<file path="src/sv/crti_pkg.sv">
// ----------------------------------------------------------------------------
// crti_pkg
// Shared types and constants of the CSDA range trapezoid integrator: item
// layouts, configuration register map, widths and controller states.
// ----------------------------------------------------------------------------
package crti_pkg;

  localparam int SP_W       = 32;
  localparam int RECIP_W    = 41;
  localparam int EN_W       = 32;
  localparam int RATIO_W    = 31;
  localparam int MASS_W     = 9;
  localparam int ACC_W      = 64;
  localparam int RATIO_FRAC = 30;
  localparam int INC_SHIFT  = 17;
  localparam int SCALE_W    = EN_W + MASS_W;
  localparam int PROD_W     = SCALE_W + RECIP_W;
  localparam int ADDR_W     = 4;
  localparam int DATA_W     = 32;

  localparam logic [MASS_W-1:0]  MASS_RST  = 9'd1;
  localparam logic [EN_W-1:0]    EMIN_RST  = 32'd66;
  localparam logic [RATIO_W-1:0] RATIO_RST = 31'h4000_0000;
  localparam logic [RECIP_W-1:0] RECIP_MAX = {1'b0, {(RECIP_W-1){1'b1}}};

  typedef enum logic [1:0] {
    REG_MASS  = 2'd0,
    REG_EMIN  = 2'd1,
    REG_RATIO = 2'd2
  } reg_idx_t;

  typedef struct packed {
    logic [SP_W-1:0] stopping_power;
    logic            first_point;
  } in_item_t;

  typedef struct packed {
    logic [ACC_W-1:0] range_value;
    logic             saturated;
  } out_item_t;

  typedef struct packed {
    logic [MASS_W-1:0]  proj_mass_number;
    logic [EN_W-1:0]    grid_min_energy;
    logic [RATIO_W-1:0] grid_ratio;
  } cfg_t;

  typedef enum logic [2:0] {
    ST_IDLE,
    ST_ENERGY,
    ST_SCALE,
    ST_PRODUCT,
    ST_ACCUM
  } state_t;

endpackage

</file>
<file path="src/sv/csda_range_trapezoid_integrator_unit.sv">
// ----------------------------------------------------------------------------
// csda_range_trapezoid_integrator_unit
// Running CSDA range from stopping-power samples on a geometric energy grid.
// ----------------------------------------------------------------------------
// Each item carries one stopping-power sample and gives one result: the range
// accumulated in the column so far, Q32.32, with a sticky saturation flag.
// An item is worked through in full before the next one can be accepted:
// the bit-serial reciprocal divider needs 41 steps, while the 31-step grid
// energy multiply, followed by the 9-step mass scaling, runs beside it; then
// a 41-step shift-add multiply forms the trapezoid area for the accumulator.
// The result sits in an output register, so the next item is taken while it
// waits; only a result not yet taken when the following one is done stalls.
// ----------------------------------------------------------------------------
module csda_range_trapezoid_integrator_unit (
  input  logic                        clk,
  input  logic                        rst_n,
  input  logic                        in_valid,
  output logic                        in_ready,
  input  crti_pkg::in_item_t          in_item,
  output logic                        out_valid,
  input  logic                        out_ready,
  output crti_pkg::out_item_t         out_item,
  input  logic                        psel,
  input  logic                        penable,
  input  logic                        pwrite,
  input  logic [crti_pkg::ADDR_W-1:0] paddr,
  input  logic [crti_pkg::DATA_W-1:0] pwdata,
  output logic [crti_pkg::DATA_W-1:0] prdata,
  output logic                        pready
);
  import crti_pkg::*;

  cfg_t   cfg;
  state_t state_r, state_nxt;

  logic                 in_accept;
  logic                 em_start, sc_start, fm_start, commit, slot_free;
  logic                 dv_busy, em_busy, sc_busy, fm_busy;
  logic [RECIP_W-1:0]   dv_recip;
  logic [EN_W+RATIO_W-1:0] em_prod;
  logic [SCALE_W-1:0]   sc_prod;
  logic [PROD_W-1:0]    fm_prod;

  logic                 first_r;
  logic [RECIP_W-1:0]   prev_inv_r, prev_inv_nxt;
  logic [EN_W-1:0]      prev_e_r, prev_e_nxt;
  logic [EN_W-1:0]      e_cur_r;
  logic [ACC_W-1:0]     acc_r, acc_nxt;
  logic                 sat_r, sat_nxt;
  logic                 out_valid_r, out_valid_nxt;
  out_item_t            out_item_r;

  logic [EN_W:0]        e_scaled, e_diff;
  logic [EN_W-1:0]      e_next, delta;
  logic [RECIP_W-1:0]   recip_sum;
  logic [ACC_W:0]       inc_wide, acc_sum;

  crti_cfg_regs u_cfg (
    .clk     (clk),
    .rst_n   (rst_n),
    .psel    (psel),
    .penable (penable),
    .pwrite  (pwrite),
    .paddr   (paddr),
    .pwdata  (pwdata),
    .prdata  (prdata),
    .pready  (pready),
    .cfg     (cfg)
  );

  crti_divider u_div (
    .clk     (clk),
    .rst_n   (rst_n),
    .start   (in_accept),
    .divisor (in_item.stopping_power),
    .busy    (dv_busy),
    .recip   (dv_recip)
  );

  crti_serial_mult #(.A_W(EN_W), .B_W(RATIO_W)) u_energy_mult (
    .clk     (clk),
    .rst_n   (rst_n),
    .start   (em_start),
    .mcand   (prev_e_r),
    .mplier  (cfg.grid_ratio),
    .busy    (em_busy),
    .product (em_prod)
  );

  crti_serial_mult #(.A_W(EN_W), .B_W(MASS_W)) u_scale_mult (
    .clk     (clk),
    .rst_n   (rst_n),
    .start   (sc_start),
    .mcand   (delta),
    .mplier  (cfg.proj_mass_number),
    .busy    (sc_busy),
    .product (sc_prod)
  );

  crti_serial_mult #(.A_W(SCALE_W), .B_W(RECIP_W)) u_area_mult (
    .clk     (clk),
    .rst_n   (rst_n),
    .start   (fm_start),
    .mcand   (sc_prod),
    .mplier  (recip_sum),
    .busy    (fm_busy),
    .product (fm_prod)
  );

  // grid energy step and interval width
  assign e_scaled  = em_prod[EN_W+RATIO_W-1:RATIO_FRAC];
  assign e_next    = e_scaled[EN_W] ? '1 : e_scaled[EN_W-1:0];
  assign e_diff    = {1'b0, e_next} - {1'b0, prev_e_r};
  assign delta     = e_diff[EN_W] ? '0 : e_diff[EN_W-1:0];
  assign recip_sum = prev_inv_r + dv_recip;

  // increment and saturating accumulate
  assign inc_wide  = fm_prod[PROD_W-1:INC_SHIFT];
  assign acc_sum   = {1'b0, acc_r} + {1'b0, inc_wide[ACC_W-1:0]};

  assign slot_free = ~out_valid_r | out_ready;

  always_comb begin
    state_nxt = state_r;
    unique case (state_r)
      ST_IDLE:    if (in_valid) state_nxt = ST_ENERGY;
      ST_ENERGY:  if (!em_busy) state_nxt = ST_SCALE;
      ST_SCALE:   if (!sc_busy && !dv_busy) state_nxt = ST_PRODUCT;
      ST_PRODUCT: if (!fm_busy) state_nxt = ST_ACCUM;
      ST_ACCUM:   if (slot_free) state_nxt = ST_IDLE;
      default:    state_nxt = ST_IDLE;
    endcase
  end

  always_comb begin
    in_ready = 1'b0;
    em_start = 1'b0;
    sc_start = 1'b0;
    fm_start = 1'b0;
    commit   = 1'b0;
    unique case (state_r)
      ST_IDLE:    in_ready = 1'b1;
      ST_ENERGY:  sc_start = ~em_busy;
      ST_SCALE:   fm_start = ~sc_busy & ~dv_busy;
      ST_PRODUCT: commit   = 1'b0;
      ST_ACCUM:   commit   = slot_free;
      default:    in_ready = 1'b0;
    endcase
    in_accept = in_ready & in_valid;
    em_start  = in_accept;
  end

  always_comb begin
    prev_inv_nxt  = prev_inv_r;
    prev_e_nxt    = prev_e_r;
    acc_nxt       = acc_r;
    sat_nxt       = sat_r;
    out_valid_nxt = out_valid_r & ~out_ready;
    if (commit) begin
      prev_inv_nxt  = dv_recip;
      out_valid_nxt = 1'b1;
      if (first_r) begin
        prev_e_nxt = cfg.grid_min_energy;
        acc_nxt    = '0;
        sat_nxt    = 1'b0;
      end else begin
        prev_e_nxt = e_cur_r;
        if (inc_wide[ACC_W] || acc_sum[ACC_W]) begin
          acc_nxt = '1;
          sat_nxt = 1'b1;
        end else begin
          acc_nxt = acc_sum[ACC_W-1:0];
        end
      end
    end
  end

  always_ff @(posedge clk) begin
    if (!rst_n) begin
      state_r     <= ST_IDLE;
      prev_inv_r  <= '0;
      prev_e_r    <= '0;
      acc_r       <= '0;
      sat_r       <= 1'b0;
      out_valid_r <= 1'b0;
    end else begin
      state_r     <= state_nxt;
      prev_inv_r  <= prev_inv_nxt;
      prev_e_r    <= prev_e_nxt;
      acc_r       <= acc_nxt;
      sat_r       <= sat_nxt;
      out_valid_r <= out_valid_nxt;
    end
  end

  always_ff @(posedge clk) begin
    if (in_accept) begin
      first_r <= in_item.first_point;
    end
    if (sc_start) begin
      e_cur_r <= e_next;
    end
    if (commit) begin
      out_item_r.range_value <= acc_nxt;
      out_item_r.saturated   <= sat_nxt;
    end
  end

  assign out_valid = out_valid_r;
  assign out_item  = out_item_r;

endmodule

</file>
<file path="src/sv/crti_cfg_regs.sv">
// ----------------------------------------------------------------------------
// crti_cfg_regs
// APB-style configuration registers: mass number, grid minimum energy and
// grid energy ratio, with read back.
// ----------------------------------------------------------------------------
module crti_cfg_regs (
  input  logic                        clk,
  input  logic                        rst_n,
  input  logic                        psel,
  input  logic                        penable,
  input  logic                        pwrite,
  input  logic [crti_pkg::ADDR_W-1:0] paddr,
  input  logic [crti_pkg::DATA_W-1:0] pwdata,
  output logic [crti_pkg::DATA_W-1:0] prdata,
  output logic                        pready,
  output crti_pkg::cfg_t              cfg
);
  import crti_pkg::*;

  cfg_t     cfg_r, cfg_nxt;
  reg_idx_t idx;
  logic     wr_en;

  assign idx    = reg_idx_t'(paddr[ADDR_W-1:2]);
  assign wr_en  = psel & penable & pwrite;
  assign pready = 1'b1;
  assign cfg    = cfg_r;

  always_comb begin
    cfg_nxt = cfg_r;
    if (wr_en) begin
      unique case (idx)
        REG_MASS:  cfg_nxt.proj_mass_number = pwdata[MASS_W-1:0];
        REG_EMIN:  cfg_nxt.grid_min_energy  = pwdata[EN_W-1:0];
        REG_RATIO: cfg_nxt.grid_ratio       = pwdata[RATIO_W-1:0];
        default:   cfg_nxt = cfg_r;
      endcase
    end
  end

  always_comb begin
    unique case (idx)
      REG_MASS:  prdata = DATA_W'(cfg_r.proj_mass_number);
      REG_EMIN:  prdata = DATA_W'(cfg_r.grid_min_energy);
      REG_RATIO: prdata = DATA_W'(cfg_r.grid_ratio);
      default:   prdata = '0;
    endcase
  end

  always_ff @(posedge clk) begin
    if (!rst_n) begin
      cfg_r <= '{proj_mass_number: MASS_RST, grid_min_energy: EMIN_RST,
                 grid_ratio: RATIO_RST};
    end else begin
      cfg_r <= cfg_nxt;
    end
  end

endmodule

</file>
<file path="src/sv/crti_divider.sv">
// ----------------------------------------------------------------------------
// crti_divider
// Bit-serial restoring divider for the reciprocal floor(2^40 / sp), one
// quotient bit per cycle, saturated to 40 bits and zero for a zero sample.
// ----------------------------------------------------------------------------
module crti_divider (
  input  logic                         clk,
  input  logic                         rst_n,
  input  logic                         start,
  input  logic [crti_pkg::SP_W-1:0]    divisor,
  output logic                         busy,
  output logic [crti_pkg::RECIP_W-1:0] recip
);
  import crti_pkg::*;

  localparam int CNT_W = $clog2(RECIP_W + 1);

  logic [SP_W-1:0]    div_r, rem_r, rem_nxt;
  logic [RECIP_W-1:0] quo_r, quo_nxt;
  logic [CNT_W-1:0]   cnt_r, cnt_nxt;
  logic               busy_r, busy_nxt;
  logic               zero_r;
  logic               lead_bit;
  logic               q_bit;
  logic [SP_W:0]      trial, diff;

  // dividend is a single one followed by zeros, fed msb first
  assign lead_bit = (cnt_r == '0);
  assign trial    = {rem_r, lead_bit};
  assign diff     = trial - {1'b0, div_r};
  assign q_bit    = ~diff[SP_W];

  always_comb begin
    rem_nxt  = rem_r;
    quo_nxt  = quo_r;
    cnt_nxt  = cnt_r;
    busy_nxt = busy_r;
    if (start && !busy_r) begin
      rem_nxt  = '0;
      cnt_nxt  = '0;
      busy_nxt = 1'b1;
    end else if (busy_r) begin
      rem_nxt = q_bit ? diff[SP_W-1:0] : trial[SP_W-1:0];
      quo_nxt = {quo_r[RECIP_W-2:0], q_bit};
      cnt_nxt = cnt_r + CNT_W'(1);
      if (cnt_r == CNT_W'(RECIP_W - 1)) begin
        busy_nxt = 1'b0;
      end
    end
  end

  always_ff @(posedge clk) begin
    if (!rst_n) begin
      cnt_r  <= '0;
      busy_r <= 1'b0;
    end else begin
      cnt_r  <= cnt_nxt;
      busy_r <= busy_nxt;
    end
  end

  always_ff @(posedge clk) begin
    rem_r <= rem_nxt;
    quo_r <= quo_nxt;
    if (start && !busy_r) begin
      div_r  <= divisor;
      zero_r <= (divisor == '0);
    end
  end

  assign busy  = busy_r;
  assign recip = zero_r ? '0 : (quo_r[RECIP_W-1] ? RECIP_MAX : quo_r);

endmodule

</file>
<file path="src/sv/crti_serial_mult.sv">
// ----------------------------------------------------------------------------
// crti_serial_mult
// Shift-add multiplier, one multiplier bit per cycle lsb first; the low
// product bits shift into the multiplier register as it empties.
// ----------------------------------------------------------------------------
module crti_serial_mult #(
  parameter int A_W = 32,
  parameter int B_W = 31
) (
  input  logic               clk,
  input  logic               rst_n,
  input  logic               start,
  input  logic [A_W-1:0]     mcand,
  input  logic [B_W-1:0]     mplier,
  output logic               busy,
  output logic [A_W+B_W-1:0] product
);
  localparam int CNT_W = $clog2(B_W + 1);

  logic [A_W-1:0]   mcand_r;
  logic [A_W-1:0]   hi_r, hi_nxt;
  logic [B_W-1:0]   lo_r, lo_nxt;
  logic [CNT_W-1:0] cnt_r, cnt_nxt;
  logic [A_W:0]     sum;

  assign busy = (cnt_r != '0);
  assign sum  = {1'b0, hi_r} + (lo_r[0] ? {1'b0, mcand_r} : '0);

  always_comb begin
    hi_nxt  = hi_r;
    lo_nxt  = lo_r;
    cnt_nxt = cnt_r;
    if (start && !busy) begin
      hi_nxt  = '0;
      lo_nxt  = mplier;
      cnt_nxt = CNT_W'(B_W);
    end else if (busy) begin
      hi_nxt  = sum[A_W:1];
      lo_nxt  = {sum[0], lo_r[B_W-1:1]};
      cnt_nxt = cnt_r - CNT_W'(1);
    end
  end

  always_ff @(posedge clk) begin
    if (!rst_n) begin
      cnt_r <= '0;
    end else begin
      cnt_r <= cnt_nxt;
    end
  end

  always_ff @(posedge clk) begin
    hi_r <= hi_nxt;
    lo_r <= lo_nxt;
    if (start && !busy) begin
      mcand_r <= mcand;
    end
  end

  assign product = {hi_r, lo_r};

endmodule

</file>
<file path="config.mk">
export PLATFORM = sky130hd
export DESIGN_NAME = csda_range_trapezoid_integrator_unit
export DESIGN_NICKNAME = d
export VERILOG_FILES = /design/src/sv/crti_pkg.sv /design/src/sv/csda_range_trapezoid_integrator_unit.sv /design/src/sv/crti_cfg_regs.sv /design/src/sv/crti_divider.sv /design/src/sv/crti_serial_mult.sv
export SDC_FILE = /design/constraint.sdc
export NUM_CORES = 2
export LEC_CHECK = 0
export ABC_CLOCK_PERIOD_IN_PS = 10500
export BUFFER_PORTS_ARGS = -buffer_cell sky130_fd_sc_hd__buf_2
export CELL_PAD_IN_SITES_DETAIL_PLACEMENT = 1
export CELL_PAD_IN_SITES_GLOBAL_PLACEMENT = 2
export CORE_ASPECT_RATIO = 0.5
export CORE_MARGIN = 3
export CORE_UTILIZATION = 43
export CTS_CLUSTER_DIAMETER = 40
export DETAILED_ROUTE_END_ITERATION = 7
export PLACE_DENSITY_LB_ADDON = 0.1
export SKIP_CTS_REPAIR_TIMING = 1
export SLEW_MARGIN = 15
export SYNTH_ARGS = -nofsm -noshare
export SYNTH_HDL_FRONTEND = slang
export SYNTH_SLANG_ARGS = --single-unit
</file>
<file path="constraint.sdc">
create_clock -name clk -period 10.5 [get_ports clk]
set_input_delay 2.1 -clock clk [delete_from_list [all_inputs] [get_ports clk]]
set_output_delay 2.1 -clock clk [all_outputs]
set_load 0.01 [all_outputs]
</file>
# == Word-level counts from Yosys, hierarchy flattened ==
# Cells that the tools add are included.
# word_totals
regBits,731
input_bits,76
ram_bits,0
latchBits,0
mem_count,0
romBits,0
# classes
mux,41
eq_ne,12
bitwise,14
n_shift,0
add_sub_neg,11
reduce_logical,28
div,0
mul,0
n_lt_le_gt_ge,0
# ops
operator,n
$mux 64,3
$mux 41,4
$mux 32,5
$pmux 32 s3,1
$add 32x33->33,2
$add 64x64->65,1
$mux 31,2
$add 41x42->42,1
$add 41x41->41,1
$mux 40,1
$sub 32x32->33,1
$sub 33x32->33,1
$logic_not 32->1,1
$mux 9,2
$mux 3,5
$pmux 3 s5,1
$mux 6,2
$mux 1,11
$mux 5,2
$ne 2x2->1 const B,5
$mux 4,2
$not 1->1,8
$reduce_and 2->1,4
$add 6x1->6 const B,1
23 further kinds,39

# == Depth between registers and ports, before layout ==
# logic_depth
depth_word,6
depth_mapped,17

# == By module ==
# A second synthesis with hierarchy kept.
# hier_totals
cells_unflattened,4701
area_unflattened_um2,43436.7
# by_module_without_submodules
module,seq_area_each_um2,cells_per_inst,n_inst,area_each_um2
csda_range_trapezoid_integrator_unit,5785.5,2009,1,16589.7
crti_serial_mult at u_area_mult,3403.3,703,1,7267.0
crti_divider,3002.9,659,1,6323.6
crti_serial_mult at u_energy_mult,2632.5,520,1,5484.0
crti_serial_mult at u_scale_mult,1951.9,469,1,4610.7
crti_cfg_regs,1441.4,341,1,3161.8

# == Worst setup path after synthesis ==
# Ideal clock, no wire load.
# synth_timing
path_kind,input port to flip-flop
start,in out_ready
end,reg out_item_r (netlist bit out_item[0]) (enable)
setup_slack_ns,5.078
t_arrival_ns,4.967
setup_ns,0.455
required_time_ns,10.045
path_stages,6
path_cell_list,nand2b_1 nand2_1 inv_1 clkbuf_1 clkbuf_1 clkbuf_1
# synth_between
elab_chain_len,2
# synth_rtl
element,line,rtl
start: declaration,csda_range_trapezoid_integrator_unit.sv:21,"input logic out_ready,"
$or 1x1->1,csda_range_trapezoid_integrator_unit.sv:121,assign slot_free = ~out_valid_r | out_ready;
$mux 1,csda_range_trapezoid_integrator_unit.sv:141,unique case (state_r)
via commit,csda_range_trapezoid_integrator_unit.sv:37,"logic em_start, sc_start, fm_start, commit, slot_free;"
end: declaration,csda_range_trapezoid_integrator_unit.sv:51,out_item_t out_item_r;
# The timed path passes the listed nets, and every way through them passes these cells.
# A chain may end at the register's enable or synchronous reset.

# == Final worst setup path ==
# layout_timing
start,in paddr[3] (netlist bit)
end,out prdata[27] (netlist bit)
# layout_between
elab_chain_len,2
word_cells_on_any_way,4
cone_classes,2 x eq/ne; 1 x mux; 1 x reduce/logical
# layout_rtl
element,line,rtl
start: declaration,csda_range_trapezoid_integrator_unit.sv:26,"input logic [crti_pkg::ADDR_W-1:0] paddr,"
$eq 2x2->1 (tied with other cells),crti_cfg_regs.sv:42,unique case (idx)
$pmux 32 s3 *,crti_cfg_regs.sv:42,
end: declaration,csda_range_trapezoid_integrator_unit.sv:28,"output logic [crti_pkg::DATA_W-1:0] prdata,"
# Mark *: on every way between the ends. The rest lies on a longest branch, timed or not.

==> impl_metrics.py <==
metrics = {
    "synthesis": {
        "syn_area_per_cell_sq_um": 9.17,
        "ys_seq_area_frac": 0.435,
        "syn-cell-area_sq_um": 41800,
        "synth_nets": 4924,
        "synth-edff-count": 358,
        "ys.flop_type": "dfxtp_1",
        "syn_inst": 4561,
        "synthDistinctLibCells": 96,
        "async_flop_share": 0,
        "synth-seq-cells": 730,
        "ys_warn_count": 0,
    },
    "worst_setup_path": {
        "cp.required_ns": 8.40,
        "path_class": "input port to output pin",
        "cp_slowest_cell": "nor2b_2",
        "worstPathCellList": "buf_2 -> nor2b_2 -> buf_4 -> a22o_1 -> buf_2",
        "arrival_ns": 3.72,
        "start_kind": "input port",
        "cp_top_family": "buffers and inverters",
        "cp_slowest_stage_delay_ns": 0.59,
        "cpMostUsedCell": "buf_2",
        "path_buf_inv": 3,
        "cp_num_cells": 5,
        "r2r_cells": 11,
        "worst-path-max-fanout": 19,
        "worst_setup_path_end_kind": "output pin",
    },
    "sta": {
        "setup_slack_ns": 4.68,
        "hold_violations": 0,
        "rsz0062_at_grt": "no",
        "tightest_slew_ns": 1.06,
        "finalCritPeriodShare": 0.555,
        "relSlewSlack": 0.290,
        "fin_setup_tns_ns": 0,
        "setup_viol": 0,
        "fmax_mhz": 172,
        "drv_slew": 0,
        "fin_skew_ns": 0.0312,
        "period_minus_slack_ns": 5.82,
    },
    "pwr": {
        "seqPwrFrac": 0.323,
        "peakVddDrop_mv": 0.160,
        "clkPwrFrac": 0.245,
        "switchingPower_mw": 5.56,
        "power.leakage_nw": 18.8,
        "p_per_area_nw_per_um2": 291,
        "comb_power_share": 0.432,
        "power_mw": 13.7,
        "power.internal_mw": 8.11,
        "p_sw_frac": 0.407,
    },
    "cells_and_area": {
        "nets": 4995,
        "final_core_util": 0.490,
        "fill_cells": 10900,
        "syn_to_final_growth_pct": 12.3,
        "drive_above_1_share": 0.112,
        "diodes": 0,
    },
    "floorplanning": {
        "dieArea_sq_um": 101000,
        "coreArea_sq_um": 95900,
        "die_h_um": 227,
        "num_rows": 80,
        "fp.dieW_um": 447,
        "initial_core_util": 0.436,
        "io_pins": 176,
    },
    "grt": {
        "first_global_vias": 35000,
        "antenna_found_initial": 1,
        "grt_usage": 0.244,
        "grt_start_max_net_pins": 89,
        "grt_pass1_wl_mm": 197,
        "grt_overflow": 0,
    },
    "routing": {
        "drt-total-wl_mm": 124,
        "drt_first_pass_iters": 5,
        "wire_per_inst_um": 20.8,
        "drt-initial-drc-count": 1946,
        "vias": 34000,
        "postRouteAntennaNets": 0,
        "via_per_inst": 5.68,
        "route.detailed.drc": 0,
    },
    "placement": {
        "place_hpwl_mm": 89.6,
        "portBuffers": 172,
        "place_ws_ns": 4.69,
        "place.gp.congestion": 0.908,
    },
    "cts": {
        "clkSinkCount": 730,
        "cts_buffers": 91,
        "root_buffer": "clkbuf_16",
        "clk_pin_slew_worst_paths_ns": 0.06,
        "htreeDepth": 3,
        "clk_latency_ns": 0.71,
        "cts_buffer_depth": 3,
        "cts_tree": "yes",
    },
    "run": {
        "cap_violations": 0,
    },
    "hold_path": {
        "hold_class": "flop to flop",
        "whs_path_depth": 0,
    },
    "run_status": {
        "outcome": "finished, final reports clean",
    },
}
## final cells by class
class	count	area, sq um	share of cell area
inverters	140	536	0.0114
repair buffers	211	1150	0.0246
well taps	1271	1590	0.0339
flip-flops and latches	730	18200	0.388
multi-input cells	3458	22200	0.474
clock inverters	60	781	0.0166
clock buffers	110	2450	0.0522
## cells in the final DEF (no fill, tap or decap), types with 10 or more instances in the layout
cell,synthesis,final
mux2i_1,78,78
o21a_1,34,34
a21o_1,152,152
o21ai_0,305,305
ha_1,280,280
buf_4,4,39
xnor2_1,123,123
o211ai_1,20,20
or3_1,16,16
a2111oi_0,10,10
buf_2,23,172
a31oi_1,43,43
nand3_1,102,102
a21boi_0,12,12
inv_6,0,12
a211oi_1,69,69
nand4_1,62,62
xor2_1,102,102
a21oi_1,377,377
nand2_1,610,608
nor3_1,61,61
nor4_1,22,22
edfxtp_1,358,358
dfxtp_1,372,371
nand2b_1,32,32
clkbuf_1,193,11
and2_1,150,150
o21bai_1,38,38
o21ai_1,31,31
nor2b_1,27,25
o41ai_1,14,14
clkbuf_16,0,93
o31ai_1,39,39
nor2_1,348,343
and3_1,25,25
a22o_1,29,29
or2_2,50,50
inv_1,137,133
mux2_2,45,45
clkinv_4,0,11
## power groups by stage
stage	logic [mW]	clock network (mW)	registers, mW
final	5.90	3.35	4.41
after global routing	6.62	3.56	4.47
after CTS	5.92	3.44	4.40
after detailed placement	5.87	0	4.46
after global placement	5.68	0	4.43
after floorplan	4.50	0	4.16
## worst paths after layout
path | start | endpoint | slack [ns]
setup / recovery | paddr[3] | prdata[27] | 4.68
hold / removal | prev_e_r[22] | u_energy_mult.mcand_r[22] | 0.44
setup reg to reg | u_area_mult.lo_r[17] | acc_r[19] | 5.81
hold reg to reg | prev_e_r[22] | u_energy_mult.mcand_r[22] | 0.44
## per-stage QoR
stage / cell area, sq um / instances / hold WS, ns
after floorplan: 41800 / 4561 / 0.422
after global placement: 43700 / 5810 / 0.428
after detailed placement: 43700 / 5810 / 0.438
after CTS: 47000 / 5980 / 0.441
after global routing: 47000 / 5980 / 0.464
final: 47000 / 5980 / 0.438
## synth_stat cells (10+ instances only)
library cell	instances	area [sq um]
and3_1	25	156
o21ai_0	305	1530
nand2_1	610	2290
o41ai_1	14	123
o21ai_1	31	155
nor2_1	348	1310
nor3_1	61	305
o21a_1	34	255
nand2b_1	32	200
a21o_1	152	1140
dfxtp_1	372	7450
and2_1	150	938
edfxtp_1	358	10800
a2111oi_0	10	87.6
a22o_1	29	254
buf_2	23	115
o21bai_1	38	285
nor4_1	22	138
inv_1	137	514
nand4_1	62	388
mux2_2	45	507
a31oi_1	43	269
or3_1	16	100
a211oi_1	69	518
xor2_1	102	893
o31ai_1	39	293
a21boi_0	12	90.1
xnor2_1	123	1080
nand3_1	102	510
ha_1	280	3500
clkbuf_1	193	724
a21oi_1	377	1890
o211ai_1	20	150
mux2i_1	78	781
nor2b_1	27	169
or2_2	50	313
## cells by family after synthesis
| group | share of synthesized area |
|---|---|
| AND/OR/NAND/NOR | 0.169 |
| AO/OA/AOI/OAI | 0.195 |
| other | 0.0000896 |
| buffers and inverters | 0.0349 |
| XOR/XNOR | 0.0478 |
| flip-flops | 0.435 |
| adder cells (fa/ha/maj) | 0.0871 |
| multiplexers | 0.0308 |
## flip-flops by register name (all words and copies together), names as in the netlist, 6 cells and up
name and count:
u_div.cnt_r 6, u_cfg.cfg 72, u_scale_mult.hi_r 32, acc_r 64
u_energy_mult.lo_r 31, u_div.rem_r 32, u_area_mult.mcand_r 41, prev_e_r 32
u_scale_mult.mcand_r 32, e_cur_r 32, u_area_mult.cnt_r 6, u_scale_mult.lo_r 9
u_div.div_r 32, out_item 65, u_energy_mult.hi_r 32, u_energy_mult.mcand_r 32
prev_inv_r 40, u_div.quo_r 41, u_area_mult.lo_r 41, u_area_mult.hi_r 41
## routing by layer
metal  global-route usage  vias to the layer above  part of all wire
li1                     -                    16600                 -
met1                0.333                    16800              0.48
met2                0.412                      442              0.47
met3               0.0290                      150             0.030
met4               0.0614                        0             0.021
met5                    0                        -                 0
Note: power is estimated with default switching activity, not from simulation.
